--- src/rtl/gcoq_pkg.sv ---
// Shared types and constants for the grid cell openness query block.
// Used by the top level, the walker, the evaluator and the checker; depends on nothing.
package gcoq_pkg;

  localparam int MAX_GRID_W = 64;
  localparam int MAX_GRID_H = 64;
  localparam int CELLS      = MAX_GRID_W * MAX_GRID_H;
  localparam int ADDR_W     = $clog2(CELLS);

  // Field widths fixed by the item and register formats.
  localparam int POS_W  = 6;   // cell_x, cell_y
  localparam int DIM_W  = 7;   // grid_width, grid_height
  localparam int OPN_W  = 8;   // max_openness, openness
  localparam int RING_W = 8;   // ring radius, up to 128
  localparam int CRD_W  = 9;   // signed cell coordinate around a ring
  localparam int IN_DW  = 16;  // s_axis_tdata width
  localparam int CFG_AW = 2;

  // Register indexes of the configuration port.
  localparam logic [CFG_AW-1:0] REG_GRID_W   = 2'd0;
  localparam logic [CFG_AW-1:0] REG_GRID_H   = 2'd1;
  localparam logic [CFG_AW-1:0] REG_MAX_OPEN = 2'd2;

  // Item kinds carried on s_axis_tuser.
  localparam logic CMD_WRITE = 1'b0;
  localparam logic CMD_QUERY = 1'b1;

  typedef enum logic [1:0] {
    ST_CLEAR,
    ST_IDLE,
    ST_SCAN,
    ST_DONE
  } state_e;

  // Which part of a ring a visited cell belongs to, in visiting order.
  typedef enum logic [3:0] {
    PH_CENTER,
    PH_TOP,
    PH_BOT,
    PH_LEFT,
    PH_RIGHT,
    PH_TL,
    PH_TR,
    PH_BL,
    PH_BR
  } phase_e;

  typedef struct packed {
    phase_e             phase;
    logic [RING_W-1:0]  ring;
  } cell_tag_t;

  typedef struct packed {
    logic              done;
    logic [OPN_W-1:0]  value;
  } eval_res_t;

endpackage

--- src/rtl/gcoq_ring_walk.sv ---
// Cell walker: steps one coordinate pair per cycle over the centre and then
// ring after ring around it. Depends on gcoq_pkg.
module gcoq_ring_walk (
  input  logic                          clk_i,
  input  logic                          rst_ni,
  input  logic                          start_i,
  input  logic                          stop_i,
  input  logic [gcoq_pkg::POS_W-1:0]    cx_i,
  input  logic [gcoq_pkg::POS_W-1:0]    cy_i,
  input  logic [gcoq_pkg::DIM_W-1:0]    eff_w_i,
  input  logic [gcoq_pkg::DIM_W-1:0]    eff_h_i,
  output logic                          valid_o,
  output logic                          inb_o,
  output logic [gcoq_pkg::ADDR_W-1:0]   addr_o,
  output gcoq_pkg::cell_tag_t           tag_o
);
  import gcoq_pkg::*;

  logic                     run_q, run_d;
  phase_e                   phase_q, phase_d;
  logic [RING_W-1:0]        r_q, r_d;
  logic signed [CRD_W-1:0]  x_q, x_d, y_q, y_d;
  logic signed [CRD_W-1:0]  lox_q, lox_d, hix_q, hix_d;
  logic signed [CRD_W-1:0]  loy_q, loy_d, hiy_q, hiy_d;
  logic signed [CRD_W-1:0]  x_inc, y_inc;
  logic signed [CRD_W-1:0]  cx_s, cy_s;

  assign cx_s  = $signed({{(CRD_W-POS_W){1'b0}}, cx_i});
  assign cy_s  = $signed({{(CRD_W-POS_W){1'b0}}, cy_i});
  assign x_inc = x_q + CRD_W'(1);
  assign y_inc = y_q + CRD_W'(1);

  always_comb begin
    run_d   = run_q;
    phase_d = phase_q;
    r_d     = r_q;
    x_d     = x_q;
    y_d     = y_q;
    lox_d   = lox_q;
    hix_d   = hix_q;
    loy_d   = loy_q;
    hiy_d   = hiy_q;
    if (start_i) begin
      run_d   = 1'b1;
      phase_d = PH_CENTER;
      r_d     = '0;
      x_d     = cx_s;
      y_d     = cy_s;
      lox_d   = cx_s - CRD_W'(1);
      hix_d   = cx_s + CRD_W'(1);
      loy_d   = cy_s - CRD_W'(1);
      hiy_d   = cy_s + CRD_W'(1);
    end else if (stop_i) begin
      run_d = 1'b0;
    end else if (run_q) begin
      case (phase_q)
        PH_CENTER: begin
          phase_d = PH_TOP;
          r_d     = RING_W'(1);
          x_d     = lox_q + CRD_W'(1);
          y_d     = loy_q;
        end
        PH_TOP: begin
          if (x_inc == hix_q) begin
            phase_d = PH_BOT;
            x_d     = lox_q + CRD_W'(1);
            y_d     = hiy_q;
          end else begin
            x_d = x_inc;
          end
        end
        PH_BOT: begin
          if (x_inc == hix_q) begin
            phase_d = PH_LEFT;
            x_d     = lox_q;
            y_d     = loy_q + CRD_W'(1);
          end else begin
            x_d = x_inc;
          end
        end
        PH_LEFT: begin
          phase_d = PH_RIGHT;
          x_d     = hix_q;
        end
        PH_RIGHT: begin
          x_d = lox_q;
          if (y_inc == hiy_q) begin
            phase_d = PH_TL;
            y_d     = loy_q;
          end else begin
            phase_d = PH_LEFT;
            y_d     = y_inc;
          end
        end
        PH_TL: begin
          phase_d = PH_TR;
          x_d     = hix_q;
        end
        PH_TR: begin
          phase_d = PH_BL;
          x_d     = lox_q;
          y_d     = hiy_q;
        end
        PH_BL: begin
          phase_d = PH_BR;
          x_d     = hix_q;
        end
        PH_BR: begin
          // Grow the ring by one cell on every side and start its top row.
          phase_d = PH_TOP;
          r_d     = r_q + RING_W'(1);
          lox_d   = lox_q - CRD_W'(1);
          hix_d   = hix_q + CRD_W'(1);
          loy_d   = loy_q - CRD_W'(1);
          hiy_d   = hiy_q + CRD_W'(1);
          x_d     = lox_q;
          y_d     = loy_q - CRD_W'(1);
        end
        default: begin
          run_d = 1'b0;
        end
      endcase
    end
  end

  always_ff @(posedge clk_i or negedge rst_ni) begin
    if (!rst_ni) begin
      run_q <= 1'b0;
    end else begin
      run_q <= run_d;
    end
  end

  always_ff @(posedge clk_i) begin
    phase_q <= phase_d;
    r_q     <= r_d;
    x_q     <= x_d;
    y_q     <= y_d;
    lox_q   <= lox_d;
    hix_q   <= hix_d;
    loy_q   <= loy_d;
    hiy_q   <= hiy_d;
  end

  // Cells off the grid in use read as solid whatever the bitmap holds.
  assign inb_o = !x_q[CRD_W-1] && !y_q[CRD_W-1] &&
                 (x_q[CRD_W-2:0] < (CRD_W-1)'(eff_w_i)) &&
                 (y_q[CRD_W-2:0] < (CRD_W-1)'(eff_h_i));
  assign addr_o = ADDR_W'(ADDR_W'(y_q[POS_W-1:0]) * ADDR_W'(MAX_GRID_W)) +
                  ADDR_W'(x_q[POS_W-1:0]);
  assign valid_o   = run_q;
  assign tag_o.phase = phase_q;
  assign tag_o.ring  = r_q;

endmodule

--- config.mk ---
export PLATFORM = sky130hd
export DESIGN_NAME = gcoq_ring_walk
export DESIGN_NICKNAME = d
export VERILOG_FILES = /design/src/rtl/gcoq_pkg.sv /design/src/rtl/gcoq_ring_walk.sv
export SDC_FILE = /design/constraint.sdc
export NUM_CORES = 1
export LEC_CHECK = 0
export BUFFER_PORTS_ARGS = -buffer_cell sky130_fd_sc_hd__buf_2
export CAP_MARGIN = 10
export CORE_MARGIN = 8
export CORE_UTILIZATION = 50
export DETAILED_ROUTE_END_ITERATION = 10
export PLACE_DENSITY = 0.81
export SLEW_MARGIN = 20
export SYNTH_ARGS = -nofsm -noshare
export SYNTH_HDL_FRONTEND = slang
export SYNTH_SLANG_ARGS = --single-unit
--- constraint.sdc ---
create_clock -name clk_i -period 8.2 [get_ports clk_i]
set_input_delay 0.82 -clock clk_i [delete_from_list [all_inputs] [get_ports clk_i]]
set_output_delay 0.82 -clock clk_i [all_outputs]
set_load 0.05 [all_outputs]
==> impl_metrics.yaml <==
status:
  outcome: "finished clean"
timing:
  hold_viol: 0
  period_share_pct: 43.3
  slew_headroom_pct: 35.7
  tightest_slew_ps: 964
  grt_setup_unrepaired: "no"
  max_freq_mhz: 281
  setup_viol: 0
  slew_viol_final: 0
  min_period_ps: 3550
  setup_tns_ps: 0
  skew_ps: 11.3
floorplanning:
  start_util_pct: 51.6
  io_pins: 56
  die-area_um2: 15600
  die_w_um: 125
  coreArea_um2: 11500
  die_h_um: 125
  rows: 39
global_routing:
  grt_util_all_layers_pct: 19.4
  grt_pass1_vias: 4958
  grt_overflow: 0
  grt_start_max_net_pins: 96
  grt_first_pass_wirelength_um: 25400
  grt_antenna_before_repair: 0
min_path:
  hp-class: "in2async"
synthesis:
  ys_seq_area_share_pct: 30.9
  synth_area_um2: 5920
  yosys.area.top_type: "edfxtp_1"
  avgSynthCellArea_um2: 8.30
  synthArstFlopShare_pct: 1.49
  synth.top_cells.by_area: "edfxtp_1 (24%), xor2_1 (6.4%), xnor2_1 (6.2%), dfxtp_1 (6.1%), ha_1 (5.3%)"
  synth_fp_nets: 768
  synth_edf_count: 48
  yosysWarnings: 0
  synth_cell_types: 74
  synth_ff_type: "edfxtp_1"
  postSynthCellCount: 713
  synth_seq_cells: 67
  yosysTopAreaCellShare_pct: 24.3
worst_setup_path:
  crit_path_max_incr_delay_ps: 310
  r2r-start: "x_q[0]"
  cp.required_ps: 7380
  reg2reg_slack_ps: 4720
  cp_common_cell: "a21o_1"
  critPathCaptureType: "primary output"
  worst_setup_path_start_kind: "input pin"
  cp_slowest_cell: "o21ai_0"
  cp.arrival_ps: 2730
  cp_top_family: "compound AO/OA/AOI/OAI gates"
  crit_chain: "buf_2, inv_1, ha_1, a21o_1, a21o_1, a21o_1, a21oi_1, nor2b_1, o21ai_0, o311a_1, buf_2"
  critical_path_buf_inv_count: 3
  crit_type: "in2out"
  worst_r2r_path_depth: 9
  r2r_end: "x_q[1]"
  cp_max_fo: 1
pwr:
  ir_worst_vdd_v: 0.000142
  p_per_area_nw_per_um2: 206
  p_leak_nw: 2.51
clock_network:
  worstSkewPairLatency_ps: 340
  cts_setup_buffers: 0
  root_buffer: "clkbuf_16"
  hold_buffers: 0
  clk_path_buf_depth: 2
  clock-sinks: 67
  htreeDepth: 3
  clk_pin_slew_ps: 50
  cts_resized: 0
  numCtsBuffers: 9
  cts_tree: "done"
final_layout:
  antenna_cells: 0
  nNetsFinal: 775
  areaGrowthSynthToFinish_pct: 7.97
  drive_above_1_share_pct: 12.7
  fill_cells: 1009
  final_area_um2: 6390
route:
  wirelength_um: 15600
  drt.antenna.violating_nets: 0
  drtIter0Drc: 662
  routed_via_density: 6.24
  via_count: 5419
  wl_per_cell_um: 18.0
  first_pass_iters: 5
  route.detailed.drc: 0
place:
  io_buffers: 55
  place_area_um2: 6100
  dp_hpwl_um: 11100
  gp_congestion: 0.856
run:
  cap_viol_max_count: 0
==> synth_stat cells (18+ instances only) <==
cell / instances
nor2_1: 57
o21ai_0: 57
nand2_1: 51
edfxtp_1: 48
xor2_1: 43
xnor2_1: 42
clkbuf_1: 40
a21oi_1: 33
inv_1: 33
nand3_1: 33
ha_1: 25
o22ai_1: 20
dfxtp_1: 18
==> worst max-delay path by stage <==
stage	from	to	slack, ps	cells after the start
6_report	eff_w_i[1]	inb_o	4650	11
5_1_grt	x_q[0]	x_q[1]	4570	9
4_1_cts	eff_w_i[1]	inb_o	4650	11
3_5_place_dp	eff_w_i[1]	inb_o	4660	11
3_3_place_gp	eff_w_i[1]	inb_o	4710	11
2_1_floorplan	eff_w_i[1]	inb_o	5010	9
==> area by class of cell <==
type | instances | area, um^2 | share of cell area (%)
Multi-Input combinational cell | 550 | 3660 | 57.3
Clock buffer | 15 | 288 | 4.50
Clock inverter | 1 | 6.26 | 0.0979
Inverter | 33 | 124 | 1.94
Tap cell | 143 | 179 | 2.80
Sequential cell | 67 | 1830 | 28.6
Timing Repair Buffer | 59 | 305 | 4.78
==> registers in the layout, summed over array words and instances (netlist names), 4 cells and up <==
register,cells
hiy_q,9
hix_q,9
lox_q,9
x_q,9
loy_q,9
phase_q,4
y_q,9
r_q,8
==> cells in the final DEF, fill, tap and decap left out, types with 11 or more instances in the layout <==
| cell | n |
|---|---|
| xor2_1 | 43 |
| and3_1 | 13 |
| a221oi_1 | 13 |
| o21ai_0 | 57 |
| o22ai_1 | 20 |
| nor2_1 | 57 |
| ha_1 | 25 |
| inv_1 | 33 |
| a21oi_1 | 33 |
| edfxtp_1 | 48 |
| buf_2 | 55 |
| or3_1 | 11 |
| nand4_1 | 12 |
| nor3_1 | 17 |
| nand2_1 | 51 |
| nand3_1 | 33 |
| xnor2_1 | 42 |
| dfxtp_1 | 18 |
==> logic make-up after synthesis <==
group | Yosys count | share of synthesized area, %
compound gates | 182 | 19.8
xor+xnor | 88 | 13.7
fa+ha+maj | 25 | 5.28
buf+inv | 96 | 7.38
flops | 67 | 30.9
mux | 13 | 2.26
simple gates | 242 | 20.7
==> per-layer routing <==
| layer | vias up | global-route usage (%) | part of all wire [%] |
|---|---|---|---|
| met1 | 2562 | 25.9 | 44 |
| met4 | 0 | 8.68 | 2.1 |
| li1 | 2592 | - | - |
| met2 | 235 | 30.0 | 46 |
| met3 | 30 | 3.23 | 7.3 |
| met5 | - | 0 | 0 |
==> worst reg2reg max path, cell delays in order, from the launching register on <==
cell and delay (ps):
edfxtp_1 510, ha_1 300, nand3_1 210, nor2_1 110, or3b_1 360, a31o_2 270
nor2_1 690, nor2_1 250, a221oi_1 360, o31ai_1 130
==> power by group <==
part / internal, mW / switching [mW] / total (mW)
clock network: 0.238 / 0.148 / 0.386
logic: 0.173 / 0.269 / 0.442
registers: 0.411 / 0.0796 / 0.491
total: 0.823 / 0.497 / 1.32
==> through the flow <==
stage	worst slack, ps	std cells	hold slack (ps)	total power [mW]	util (%)
floorplan	5010	713	473	0.835	-
global placement	4710	852	467	0.916	53.2
detailed placement	4660	852	482	0.929	53.2
CTS	4650	868	241	1.32	55.7
global route	4570	868	245	1.38	55.7
finish	4650	868	250	1.32	55.7
Note: power is estimated with default switching activity, not from simulation.
