===== config.mk =====
export PLATFORM = sky130hd
export DESIGN_NAME = gcoq_ring_eval
export DESIGN_NICKNAME = d
export VERILOG_FILES = /design/src/rtl/gcoq_pkg.sv /design/src/rtl/gcoq_ring_eval.sv
export SDC_FILE = /design/constraint.sdc
export NUM_CORES = 1
export LEC_CHECK = 0
export BUFFER_PORTS_ARGS = -buffer_cell sky130_fd_sc_hd__buf_4
export CAP_MARGIN = 40
export CORE_MARGIN = 2
export CORE_UTILIZATION = 55
export DETAILED_ROUTE_END_ITERATION = 16
export PLACE_DENSITY = 0.85
export RECOVER_POWER = 100
export SLEW_MARGIN = 20
export SYNTH_ARGS = -nofsm -noshare
export SYNTH_HDL_FRONTEND = slang
export SYNTH_SLANG_ARGS = --single-unit

===== constraint.sdc =====
create_clock -name clk_i -period 2.5 [get_ports clk_i]
set_input_delay 0.25 -clock clk_i [delete_from_list [all_inputs] [get_ports clk_i]]
set_output_delay 0.25 -clock clk_i [all_outputs]
set_load 0.05 [all_outputs]

===== src/rtl/gcoq_pkg.sv =====
// Shared types and constants for the grid cell openness query block.
// Used by the top level, the walker, the evaluator and the checker; depends on nothing.
package gcoq_pkg;

  localparam int MAX_GRID_W = 64;
  localparam int MAX_GRID_H = 64;
  localparam int CELLS      = MAX_GRID_W * MAX_GRID_H;
  localparam int ADDR_W     = $clog2(CELLS);

  // Field widths fixed by the item and register formats.
  localparam int POS_W  = 6;   // cell_x, cell_y
  localparam int DIM_W  = 7;   // grid_width, grid_height
  localparam int OPN_W  = 8;   // max_openness, openness
  localparam int RING_W = 8;   // ring radius, up to 128
  localparam int CRD_W  = 9;   // signed cell coordinate around a ring
  localparam int IN_DW  = 16;  // s_axis_tdata width
  localparam int CFG_AW = 2;

  // Register indexes of the configuration port.
  localparam logic [CFG_AW-1:0] REG_GRID_W   = 2'd0;
  localparam logic [CFG_AW-1:0] REG_GRID_H   = 2'd1;
  localparam logic [CFG_AW-1:0] REG_MAX_OPEN = 2'd2;

  // Item kinds carried on s_axis_tuser.
  localparam logic CMD_WRITE = 1'b0;
  localparam logic CMD_QUERY = 1'b1;

  typedef enum logic [1:0] {
    ST_CLEAR,
    ST_IDLE,
    ST_SCAN,
    ST_DONE
  } state_e;

  // Which part of a ring a visited cell belongs to, in visiting order.
  typedef enum logic [3:0] {
    PH_CENTER,
    PH_TOP,
    PH_BOT,
    PH_LEFT,
    PH_RIGHT,
    PH_TL,
    PH_TR,
    PH_BL,
    PH_BR
  } phase_e;

  typedef struct packed {
    phase_e             phase;
    logic [RING_W-1:0]  ring;
  } cell_tag_t;

  typedef struct packed {
    logic              done;
    logic [OPN_W-1:0]  value;
  } eval_res_t;

endpackage


===== src/rtl/gcoq_ring_eval.sv =====
// Ring evaluator: folds the solid bit of each visited cell into the side and
// corner flags of the current ring and decides when the scan ends.
// Depends on gcoq_pkg.
module gcoq_ring_eval (
  input  logic                        clk_i,
  input  logic                        rst_ni,
  input  logic                        clear_i,
  input  logic                        valid_i,
  input  gcoq_pkg::cell_tag_t         tag_i,
  input  logic                        solid_i,
  input  logic [gcoq_pkg::RING_W-1:0] max_ring_i,
  output gcoq_pkg::eval_res_t         res_o
);
  import gcoq_pkg::*;

  logic top_q, bot_q, lft_q, rgt_q, tl_q, tr_q, bl_q;
  logic top_d, bot_d, lft_d, rgt_d, tl_d, tr_d, bl_d;
  logic all_c, occ, ext;
  logic [OPN_W-1:0] base;
  logic [OPN_W-1:0] full;

  // 2r-1 for the ring of this cell, and 2*maxRing-1 when no ring is hit.
  assign base = OPN_W'({1'b0, tag_i.ring, 1'b0} - (RING_W+2)'(1));
  assign full = OPN_W'({1'b0, max_ring_i, 1'b0} - (RING_W+2)'(1));
  assign all_c = tl_q && tr_q && bl_q && solid_i;
  assign occ   = top_q || bot_q || lft_q || rgt_q || tl_q || tr_q || bl_q || solid_i;
  assign ext   = !all_c && ((!tl_q && !top_q && !lft_q) || (!tr_q && !top_q && !rgt_q) ||
                            (!bl_q && !bot_q && !lft_q) || (!solid_i && !bot_q && !rgt_q));

  always_comb begin
    res_o = '0;
    top_d = top_q;
    bot_d = bot_q;
    lft_d = lft_q;
    rgt_d = rgt_q;
    tl_d  = tl_q;
    tr_d  = tr_q;
    bl_d  = bl_q;
    if (valid_i) begin
      case (tag_i.phase)
        PH_CENTER: begin
          if (solid_i) begin
            res_o.done = 1'b1;
          end else if (max_ring_i == RING_W'(1)) begin
            res_o.done  = 1'b1;
            res_o.value = full;
          end
        end
        PH_TOP: begin
          if (solid_i) top_d = 1'b1;
        end
        PH_BOT: begin
          if (solid_i) begin
            bot_d = 1'b1;
            if (top_q) begin
              res_o.done  = 1'b1;
              res_o.value = base;
            end
          end
        end
        PH_LEFT: begin
          if (solid_i) begin
            lft_d = 1'b1;
            if (rgt_q) begin
              res_o.done  = 1'b1;
              res_o.value = base;
            end
          end
        end
        PH_RIGHT: begin
          if (solid_i) begin
            rgt_d = 1'b1;
            if (lft_q) begin
              res_o.done  = 1'b1;
              res_o.value = base;
            end
          end
        end
        PH_TL: tl_d = solid_i;
        PH_TR: tr_d = solid_i;
        PH_BL: bl_d = solid_i;
        PH_BR: begin
          if (occ) begin
            res_o.done  = 1'b1;
            res_o.value = base + OPN_W'(ext);
          end else if ((tag_i.ring + RING_W'(1)) == max_ring_i) begin
            res_o.done  = 1'b1;
            res_o.value = full;
          end
          // The next ring starts with clean flags.
          top_d = 1'b0;
          bot_d = 1'b0;
          lft_d = 1'b0;
          rgt_d = 1'b0;
          tl_d  = 1'b0;
          tr_d  = 1'b0;
          bl_d  = 1'b0;
        end
        default: ;
      endcase
    end
  end

  always_ff @(posedge clk_i or negedge rst_ni) begin
    if (!rst_ni) begin
      {top_q, bot_q, lft_q, rgt_q, tl_q, tr_q, bl_q} <= '0;
    end else if (clear_i) begin
      {top_q, bot_q, lft_q, rgt_q, tl_q, tr_q, bl_q} <= '0;
    end else begin
      {top_q, bot_q, lft_q, rgt_q, tl_q, tr_q, bl_q} <=
        {top_d, bot_d, lft_d, rgt_d, tl_d, tr_d, bl_d};
    end
  end

endmodule


==> results of run 1 <==
what timing repair did:
item / 4_1_cts / 5_1_grt
resized for setup: 10 / 16
setup endpoints to repair: 6 / 9
setup buffers: 6 / 4
hold buffers: 1 / 0
pin swaps: 6 / 9
hold endpoints to repair: 7 / 0
cloned: 0 / 0
cells in the mapped netlist (3+ instances only):
| master | count | share of area [%] |
|---|---|---|
| a21oi_1 | 14 | 4.8 |
| a31oi_1 | 4 | 1.7 |
| buf_4 | 3 | 1.5 |
| clkbuf_1 | 4 | 1.0 |
| dfrtp_1 | 7 | 12 |
| ha_1 | 6 | 5.2 |
| inv_1 | 9 | 2.3 |
| nand2_1 | 16 | 4.1 |
| nand2b_1 | 6 | 2.6 |
| nand3_1 | 5 | 1.7 |
| nand4_1 | 4 | 1.7 |
| nor2_1 | 26 | 6.7 |
| nor3_1 | 10 | 3.4 |
| nor4_1 | 7 | 3.0 |
| o21ai_0 | 9 | 3.1 |
| o22a_1 | 3 | 1.8 |
| o22ai_1 | 4 | 1.7 |
| o31ai_1 | 3 | 1.5 |
| xnor2_1 | 17 | 10 |
| xor2_1 | 9 | 5.4 |
state kept, by name (all words and copies together) (netlist names):
| register | flops |
|---|---|
| bl_q | 1 |
| bot_q | 1 |
| lft_q | 1 |
| rgt_q | 1 |
| tl_q | 1 |
| top_q | 1 |
| tr_q | 1 |
where the power goes:
part / switching (W) / internal, W / leakage [nW]
clock: 0.0000351 / 0.0000605 / 0.0150
combinational: 0.000163 / 0.000147 / 0.850
sequential: 0.00000168 / 0.000116 / 0.0971
metrics by stage:
stage	cells	power, W	hold WS (ns)	setup TNS, ns
after global placement	297	0.000378	0.0615	-0.384
after detailed placement	297	0.000384	0.0650	-0.545
after floorplan	207	0.000275	-0.0456	-0.669
after global routing	311	0.000555	0.217	-1.62
final	311	0.000523	0.214	-0.726
after CTS	308	0.000502	0.201	-0.618
worst reg2reg max path, stage by stage, from the launching register on:
cell	delay [ns]
dfrtp_1	0.40
buf_4	0.15
inv_1	0.03
o21ai_0	0.14
nand2_1	0.11
a21oi_1	0.14
logic make-up after synthesis:
family	count (synthesis)	share of synthesized area, %
adder cells (fa/ha/maj)	6	5.16
XOR/XNOR	27	16.8
multiplexers	3	2.15
AND/OR/NAND/NOR	91	32.9
AO/OA/AOI/OAI	53	23.8
buffers and inverters	20	7.14
flip-flops	7	12.0
worst max path at each step:
stage	from	to	slack, ns	cells after the start
after floorplan	tag_i[0]	res_o[1]	-0.19	9
after global placement	bot_q$_DFFE_PN0P_	res_o[4]	-0.19	11
after detailed placement	top_q$_DFFE_PN0P_	res_o[4]	-0.26	11
after CTS	bot_q$_DFFE_PN0P_	res_o[4]	-0.29	11
after global routing	bot_q$_DFFE_PN0P_	res_o[4]	-0.46	11
final	top_q$_DFFE_PN0P_	res_o[4]	-0.33	11
area by class of cell:
| type | count | area, um2 | area share, % |
|---|---|---|---|
| multi-input cells | 180 | 1290 | 59.2 |
| repair buffers | 81 | 618 | 28.3 |
| flip-flops and latches | 7 | 175 | 8.01 |
| well taps | 30 | 37.5 | 1.72 |
| inverters | 9 | 33.8 | 1.55 |
| clock buffers | 4 | 26.3 | 1.20 |
routing by layer:
metal / up-vias / global-route usage (%) / wire, um
met1: 929 / 44.7 / 2210
met3: 27 / 2.11 / 466
met2: 145 / 55.1 / 2820
met4: 0 / 11.5 / 178
li1: 900 / - / -
met5: - / 0 / 0
==> flow_metrics.env, run 1 <==
export IMPL_reg2reg_slack_ns=1.46
export IMPL_crit_fanout=4
export IMPL_routed_wirelength_mm=5.67
export IMPL_synthesis_area_um2=1450
export IMPL_whs_path_depth=2
export IMPL_crit_family="compound AO/OA/AOI/OAI gates"
export IMPL_io_pins=34
export IMPL_worst_slew_pin_slew_ns=0.543
export IMPL_synth_ff_type="dfrtp_1"
export IMPL_grt_overflow=0
export IMPL_max_stage_delay_ns=0.41
export IMPL_rows=18
export IMPL_ys_ff_latch=7
export IMPL_cts_tree="yes"
export IMPL_clkTransAtPathRegs_ns=0.05
export IMPL_drive_gt1_share_pct=39.1
export IMPL_dieWidth_um=55.4
export IMPL_clock_skew_ns=0
export IMPL_path_cells="o22a_1, o22ai_2, ha_2, nor2b_4, mux2i_1, a22oi_1, xnor2_1, a2111oi_2, buf_4, nor3_2, buf_6"
export IMPL_antenna_left=0
export IMPL_arrival_ns=2.58
export IMPL_async_flop_share_pct=100
export IMPL_maxSlewHeadroom_pct=63.3
export IMPL_reg2reg_from="top_q$_DFFE_PN0P_"
export IMPL_hold_path_end="top_q$_DFFE_PN0P_"
export IMPL_synthCells=207
export IMPL_gr_usage_all_layers_pct=33.0
export IMPL_cp_num_buf_inv=2
export IMPL_maxCapViolations=0
export IMPL_grt_pass1_wl_mm=8.18
export IMPL_rsz0062_at_grt="true"
export IMPL_violations="negative setup slack"
export IMPL_rr_endpoint="top_q$_DFFE_PN0P_"
export IMPL_min_period_ns=2.83
export IMPL_r2r_cells=5
export IMPL_ir_drop_mv=0.379
export IMPL_core_um2=2500
export IMPL_final_common_cell="buf_4"
export IMPL_end_kind="output port"
export IMPL_via_per_inst=6.43
export IMPL_fill_cells=135
export IMPL_cts_num_sinks=7
export IMPL_root_buffer="clkbuf_4"
export IMPL_slowest_stage="dfrtp_1"
export IMPL_ys_seq_area_share_pct=12.0
export IMPL_postPlaceCellArea_um2=2000
export IMPL_leakagePower_nw=0.962
export IMPL_num_vias=2001
export IMPL_setup_slack_ns=-0.328
export IMPL_maxSlewViolCount=0
export IMPL_cp_required_ns=2.25
export IMPL_synth_cell_types=53
export IMPL_hold_start="clear_i"
export IMPL_antenna_found_initial=0
export IMPL_area_delta_synth_final_pct=50.3
export IMPL_numCtsBuffers=3
export IMPL_drcViolationCount=0
export IMPL_finalHoldViolCount=0
export IMPL_synth_warnings=0
export IMPL_final_cell_mix="69 x buf_4, 25 x nor2_1, 17 x xnor2_1, 16 x nand2_1, 12 x a21oi_1"
export IMPL_cts_max_path_buffers=2
export IMPL_h_tree_depth=1
export IMPL_dieArea_um2=3070
export IMPL_fin_util_pct=87.4
export IMPL_firstDrtPassIters=5
export IMPL_diodes=0
export IMPL_finalNetCount=313
export IMPL_finalInstanceArea_um2=2190
export IMPL_pre_cts_ws_ns=-0.265
export IMPL_hpwl_mm=3.75
export IMPL_port_buffers=33
export IMPL_min_path_type="in2reg"
export IMPL_power_density_nw_per_um2=239
export IMPL_dr_first_iter_drc_count=177
export IMPL_status="complete, but fails checks"
export IMPL_mappedNetlistNets=238
export IMPL_fin_crit_sh_pct=113
export IMPL_fmax_ghz=0.354
export IMPL_place_gp_congestion=0.971
export IMPL_grt_pass1_vias=1717
export IMPL_grt_max_degree=13
export IMPL_initial_core_util_pct=58.2
export IMPL_routedWlPerCell_um=18.2
export IMPL_crit_path_start_kind="flop"
export IMPL_finalSetupViolCount=4
export IMPL_synth_avg_cell_area_um2=7.02
export IMPL_critical_path_class="reg2out"
export IMPL_die_height_um=55.4
export IMPL_synth_edf_count=0
export IMPL_clk_latency_ns=0.24
(Power assumes the default switching activity.)
==> run 2: changes to the inputs <==
ABC_AREA = 1   (was not set)
CORE_MARGIN = 4   (was 2)
==> flow_metrics.env, run 2 <==
export IMPL_status="finished clean"
export IMPL_arrival_ns=2.16
export IMPL_synthTopCellsByCount="80 x nand2_1, 42 x inv_1, 34 x nand3_1"
export IMPL_cp_required_ns=2.25
export IMPL_final_common_cell="nand2_1"
export IMPL_finalSetupViolCount=0
export IMPL_area_delta_synth_final_pct=26.3
export IMPL_numCtsBuffers=3
export IMPL_clk_latency_ns=0.26
export IMPL_cts_num_sinks=7
export IMPL_root_buffer="clkbuf_4"
export IMPL_port_buffers=33
export IMPL_ir_drop_mv=0.461
export IMPL_worst_slew_pin_slew_ns=0.433
export IMPL_netlist_top_cells_area="nand2_1 20%, dfrtp_1 12%, nand3_1 12%, inv_1 11%, nor2_1 6.6%"
export IMPL_crit_path_start_kind="flop"
export IMPL_routed_wirelength_mm=4.31
export IMPL_synthesis_area_um2=1480
export IMPL_dieWidth_um=59.8
export IMPL_clkTransAtPathRegs_ns=0.06
export IMPL_fin_crit_sh_pct=96.4
export IMPL_via_per_inst=5.41
export IMPL_power_share_clock_pct=20.0
export IMPL_yosysMostFrequentCell="nand2_1"
export IMPL_share_comb_of_total_power_pct=55.5
export IMPL_netSwitchingPower_w=0.000250
export IMPL_final_cell_mix="76 x nand2_1, 41 x inv_1, 32 x nand3_1, 32 x buf_4, 24 x nor2_1"
export IMPL_synth_fa_ha_area_share_pct=5.08
export IMPL_ys_ff_latch=7
export IMPL_dieArea_um2=3580
export IMPL_h_tree_depth=1
export IMPL_end_kind="output port"
export IMPL_use_met3_pct=4.75
export IMPL_routedWlPerCell_um=12.4
export IMPL_cts_tree="yes"
export IMPL_synth_compound_area_share_pct=11.4
export IMPL_leakagePower_nw=0.977
export IMPL_power_density_nw_per_um2=298
export IMPL_hpwl_mm=3.33
export IMPL_grt_pass1_vias=1554
export IMPL_io_pins=34
export IMPL_synthXorXnorAreaFrac_pct=6.53
export IMPL_drive_gt1_share_pct=20.2
export IMPL_synth_edf_count=0
export IMPL_synth_ff_type="dfrtp_1"
export IMPL_synth_top_area_share_pct=20.3
export IMPL_synth_avg_cell_area_um2=5.35
export IMPL_maxSlewViolCount=0
export IMPL_num_vias=1877
export IMPL_use_met1_pct=38.8
export IMPL_synth_mux_area_share_pct=0
export IMPL_fmax_ghz=0.415
export IMPL_mappedNetlistNets=307
export IMPL_grt_util_met2_pct=33.6
export IMPL_p_int_w=0.000306
export IMPL_place_gp_congestion=0.960
export IMPL_min_path_type="in2async"
export IMPL_synth_cell_types=27
export IMPL_finalNetCount=349
export IMPL_rows=18
export IMPL_stdcell_count=347
export IMPL_async_flop_share_pct=100
export IMPL_grt_max_degree=11
export IMPL_maxSlewHeadroom_pct=71.0
export IMPL_drcViolationCount=0
export IMPL_cts_max_path_buffers=2
export IMPL_antenna_left=0
export IMPL_initial_core_util_pct=58.5
export IMPL_synthSimpleGateAreaFrac_pct=51.9
export IMPL_grt_overflow=0
export IMPL_busiest_layer="met1"
export IMPL_synth_top_family_by_area="simple AND/OR/NAND/NOR gates"
export IMPL_synthCells=276
export IMPL_clock_skew_ns=0
export IMPL_synth_warnings=0
export IMPL_min_period_ns=2.41
export IMPL_crit_fanout=3
export IMPL_grt_pass1_wl_mm=6.84
export IMPL_finalHoldViolCount=0
export IMPL_dr_first_iter_drc_count=176
export IMPL_yosysTopAreaCell="nand2_1"
export IMPL_critical_path_class="reg2out"
export IMPL_gr_usage_all_layers_pct=24.5
export IMPL_antenna_found_initial=0
export IMPL_power_switching_share_pct=44.9
export IMPL_ys_seq_area_share_pct=11.9
export IMPL_firstDrtPassIters=5
export IMPL_diodes=0
export IMPL_core_um2=2520
export IMPL_total_power_w=0.000555
export IMPL_maxCapViolations=0
export IMPL_die_height_um=59.8
export IMPL_seq_power_share_pct=24.6
export IMPL_dp_cells=338
run 2: what timing repair did:
item	CTS	global route
hold endpoints to repair	7	0
buffers inserted	0	4
hold buffers	1	0
gates resized for setup	0	15
endpoints found under the setup margin	0	7
run 2: logic make-up after synthesis:
group	Yosys count
xor gates and xnor gates	11
buffers and inverters	51
DFF	7
adders and majority gates	6
AOI/OAI and AO/OA	32
and+or+nand+nor	169
run 2: worst paths after layout:
check | start | endpoint | slack [ns] | cells past startpoint
setup / recovery | top_q$_DFFE_PN0P_ | res_o[6] | 0.09 | 15
hold / removal | rst_ni | top_q$_DFFE_PN0P_ | 0.41 | 2
setup reg to reg | lft_q$_DFFE_PN0P_ | lft_q$_DFFE_PN0P_ | 1.74 | 4
hold reg to reg | tl_q$_DFFE_PN0P_ | tl_q$_DFFE_PN0P_ | 0.52 | 2
max in group asynchronous | rst_ni | rgt_q$_DFFE_PN0P_ | 1.81 | 2
min in group clk_i | tag_i[11] | top_q$_DFFE_PN0P_ | 0.45 | 8
run 2: worst max-delay path, stage by stage (launching register included):
cell     delay [ns]
dfrtp_1        0.41
inv_2          0.07
nand2_1        0.07
nand2_2        0.09
nand2_2        0.06
nand2_2        0.08
ha_2           0.17
nand2_1        0.06
nor2_2         0.13
nand3_2        0.09
nand2_1        0.09
nand3_1        0.07
nand2_1        0.08
nand3_2        0.07
a21oi_2        0.18
buf_6          0.18
run 2: through the flow:
stage	instance area (um2)	hold WS [ns]	util, %	setup WS, ns	TNS (ns)
floorplan	1480	-0.0456	-	0.0142	0
global placement	1760	0.0640	69.6	0.241	0
detailed placement	1760	0.0662	69.6	0.199	0
CTS	1790	0.321	71.1	0.0356	0
global route	1860	0.443	73.9	-0.0533	-0.0712
finish	1860	0.409	73.9	0.0910	0
run 2: layout make-up:
class / count / area [um2]
Multi-Input combinational cell: 218 / 1150
Fill cell: 219 / 658
Sequential cell: 7 / 175
Tap cell: 30 / 37.5
Timing Repair Buffer: 39 / 289
Clock buffer: 4 / 26.3
Inverter: 49 / 184
run 2: routing by layer:
metal  up-vias  part of all wire, %
met2       100                   42
met1       806                   46
met4         0                 0.77
met5         -                    0
met3         4                   11
li1        967                    -
run 2: power groups by stage:
stage | Clock (W) | Sequential (W) | Combinational [W]
after floorplan | 0 | 0.000133 | 0.000187
after global placement | 0 | 0.000136 | 0.000276
after detailed placement | 0 | 0.000137 | 0.000276
after CTS | 0.000113 | 0.000135 | 0.000280
after global routing | 0.000125 | 0.000138 | 0.000343
final | 0.000111 | 0.000136 | 0.000308
==> run 3: changes to the inputs <==
CORE_MARGIN = not set   (was 4)
CTS_CLUSTER_SIZE = 24   (was not set)
==> flow_metrics.env, run 3 (same netlist as run 2, synthesis figures left out) <==
export IMPL_status="finished clean"
export IMPL_reg2reg_from="bot_q$_DFFE_PN0P_"
export IMPL_grt_max_degree=11
export IMPL_arrival_ns=2.16
export IMPL_cts_max_path_buffers=2
export IMPL_p_int_w=0.000296
export IMPL_busiest_layer="met2"
export IMPL_core_um2=2500
export IMPL_crit_path_start_kind="flop"
export IMPL_ir_drop_mv=0.426
export IMPL_grt_pass1_vias=1439
export IMPL_routedWlPerCell_um=11.6
export IMPL_clk_latency_ns=0.25
export IMPL_min_period_ns=2.41
export IMPL_final_cell_mix="78 x nand2_1, 41 x inv_1, 33 x nand3_1, 33 x buf_4, 25 x nor2_1"
export IMPL_antenna_left=0
export IMPL_place_gp_congestion=0.904
export IMPL_fin_crit_sh_pct=96.3
export IMPL_grt_pass1_wl_mm=6.21
export IMPL_hold_start="tag_i[9]"
export IMPL_clock_skew_ns=0
export IMPL_diodes=0
export IMPL_finalNetCount=345
export IMPL_finalSetupViolCount=0
export IMPL_multi_input_area_um2=1140
export IMPL_reg2reg_slack_ns=1.76
export IMPL_num_vias=1852
export IMPL_min_path_type="in2reg"
export IMPL_maxSlewHeadroom_pct=71.9
export IMPL_finalInstanceArea_um2=1820
export IMPL_maxCapViolations=0
export IMPL_worst_slew_pin_slew_ns=0.420
export IMPL_antenna_found_initial=0
export IMPL_io_pins=34
export IMPL_finalHoldViolCount=0
export IMPL_use_met1_pct=43.5
export IMPL_root_buffer="clkbuf_4"
export IMPL_dieWidth_um=53.8
export IMPL_postPlaceCellArea_um2=1760
export IMPL_initial_core_util_pct=59.1
export IMPL_grt_util_met2_pct=44.4
export IMPL_rr_endpoint="bot_q$_DFFE_PN0P_"
export IMPL_dieArea_um2=2900
export IMPL_end_kind="output port"
export IMPL_power_density_nw_per_um2=290
export IMPL_drcViolationCount=0
export IMPL_use_met3_pct=6.21
export IMPL_timing_hold_ws_ns=0.393
export IMPL_maxSlewViolCount=0
export IMPL_power_switching_share_pct=43.9
export IMPL_fill_cells=237
export IMPL_area_delta_synth_final_pct=23.3
export IMPL_firstDrtPassIters=4
export IMPL_whs_path_depth=6
export IMPL_h_tree_depth=1
export IMPL_routed_wirelength_mm=3.96
export IMPL_netSwitchingPower_w=0.000231
export IMPL_power_share_clock_pct=19.2
export IMPL_r2r_cells=2
export IMPL_setup_tns_ns=0
export IMPL_cts_num_sinks=7
export IMPL_critical_path_class="reg2out"
export IMPL_grt_overflow=0
export IMPL_drive_gt1_share_pct=18.2
export IMPL_post_cts_buffers=0
export IMPL_rows=18
export IMPL_numCtsBuffers=3
export IMPL_via_per_inst=5.40
export IMPL_dr_first_iter_drc_count=78
export IMPL_cp_required_ns=2.25
export IMPL_die_height_um=53.8
export IMPL_gr_usage_all_layers_pct=29.4
export IMPL_seq_power_share_pct=25.7
export IMPL_hold_path_end="top_q$_DFFE_PN0P_"
export IMPL_share_comb_of_total_power_pct=55.1
export IMPL_leakagePower_nw=0.962
export IMPL_port_buffers=33
export IMPL_fmax_ghz=0.415
export IMPL_final_common_cell="nand2_1"
export IMPL_cts_tree="yes"
export IMPL_regArea_um2=175
export IMPL_hpwl_mm=3.28
export IMPL_clkTransAtPathRegs_ns=0.05
export IMPL_rsz0062_at_grt="true"
export IMPL_crit_fanout=3
export IMPL_total_power_w=0.000527
## run 3: layout make-up
| class | instances | area share [%] |
|---|---|---|
| clock buffers | 4 | 1.44 |
| inverters | 49 | 10.1 |
| multi-input cells | 218 | 62.4 |
| well taps | 30 | 2.06 |
| repair buffers | 35 | 14.4 |
| flip-flops and latches | 7 | 9.62 |
## run 3: how the worst max path moves through the flow
stage | start | endpoint | slack [ns] | depth (start not counted)
final | bot_q$_DFFE_PN0P_ | res_o[6] | 0.09 | 15
after global placement | tag_i[0] | res_o[2] | 0.23 | 14
after floorplan | bot_q$_DFFE_PN0P_ | res_o[6] | 0.01 | 14
after detailed placement | tag_i[0] | res_o[2] | 0.15 | 14
after CTS | bot_q$_DFFE_PN0P_ | res_o[6] | 0.02 | 15
after global routing | bot_q$_DFFE_PN0P_ | res_o[6] | -0.04 | 15
## run 3: timing repair
action                                  in CTS  in global routing
endpoints found under the setup margin       0                  8
endpoints found under the hold margin        7                  0
gates resized for setup                      0                  9
hold buffers                                 1                  0
## run 3: layer usage
metal | part of all wire (%) | wire length (um) | vias to the layer above
li1 | - | - | 960
met1 | 49 | 1920 | 812
met2 | 43 | 1720 | 78
met3 | 7.7 | 306 | 2
met4 | 0.28 | 11 | 0
met5 | 0 | 0 | -
## run 3: power by group through the flow
stage | Sequential [W] | Combinational [W] | Clock (W)
finish | 0.000136 | 0.000290 | 0.000101
CTS | 0.000135 | 0.000278 | 0.000104
global route | 0.000137 | 0.000324 | 0.000114
detailed placement | 0.000137 | 0.000275 | 0
floorplan | 0.000133 | 0.000187 | 0
global placement | 0.000137 | 0.000274 | 0
## run 3: through the flow
stage          util, %  instances  worst slack, ns
2_1_floorplan        -        276           0.0142
4_1_cts           71.7        343           0.0234
3_3_place_gp      70.3        338            0.227
5_1_grt           72.8        343          -0.0427
6_report          72.8        343           0.0932
3_5_place_dp      70.3        338            0.153
## run 3: critical path, cell delays in order, from the launching register on
cell	delay [ns]
dfrtp_1	0.40
inv_2	0.07
nand2_2	0.07
nand2_1	0.07
nand2_1	0.08
nand2_2	0.09
ha_2	0.19
nand2_1	0.08
nor2_2	0.14
nand3_2	0.08
or2_0	0.20
nand3_1	0.06
nand2_1	0.06
nand3_1	0.06
a21oi_1	0.07
buf_4	0.19
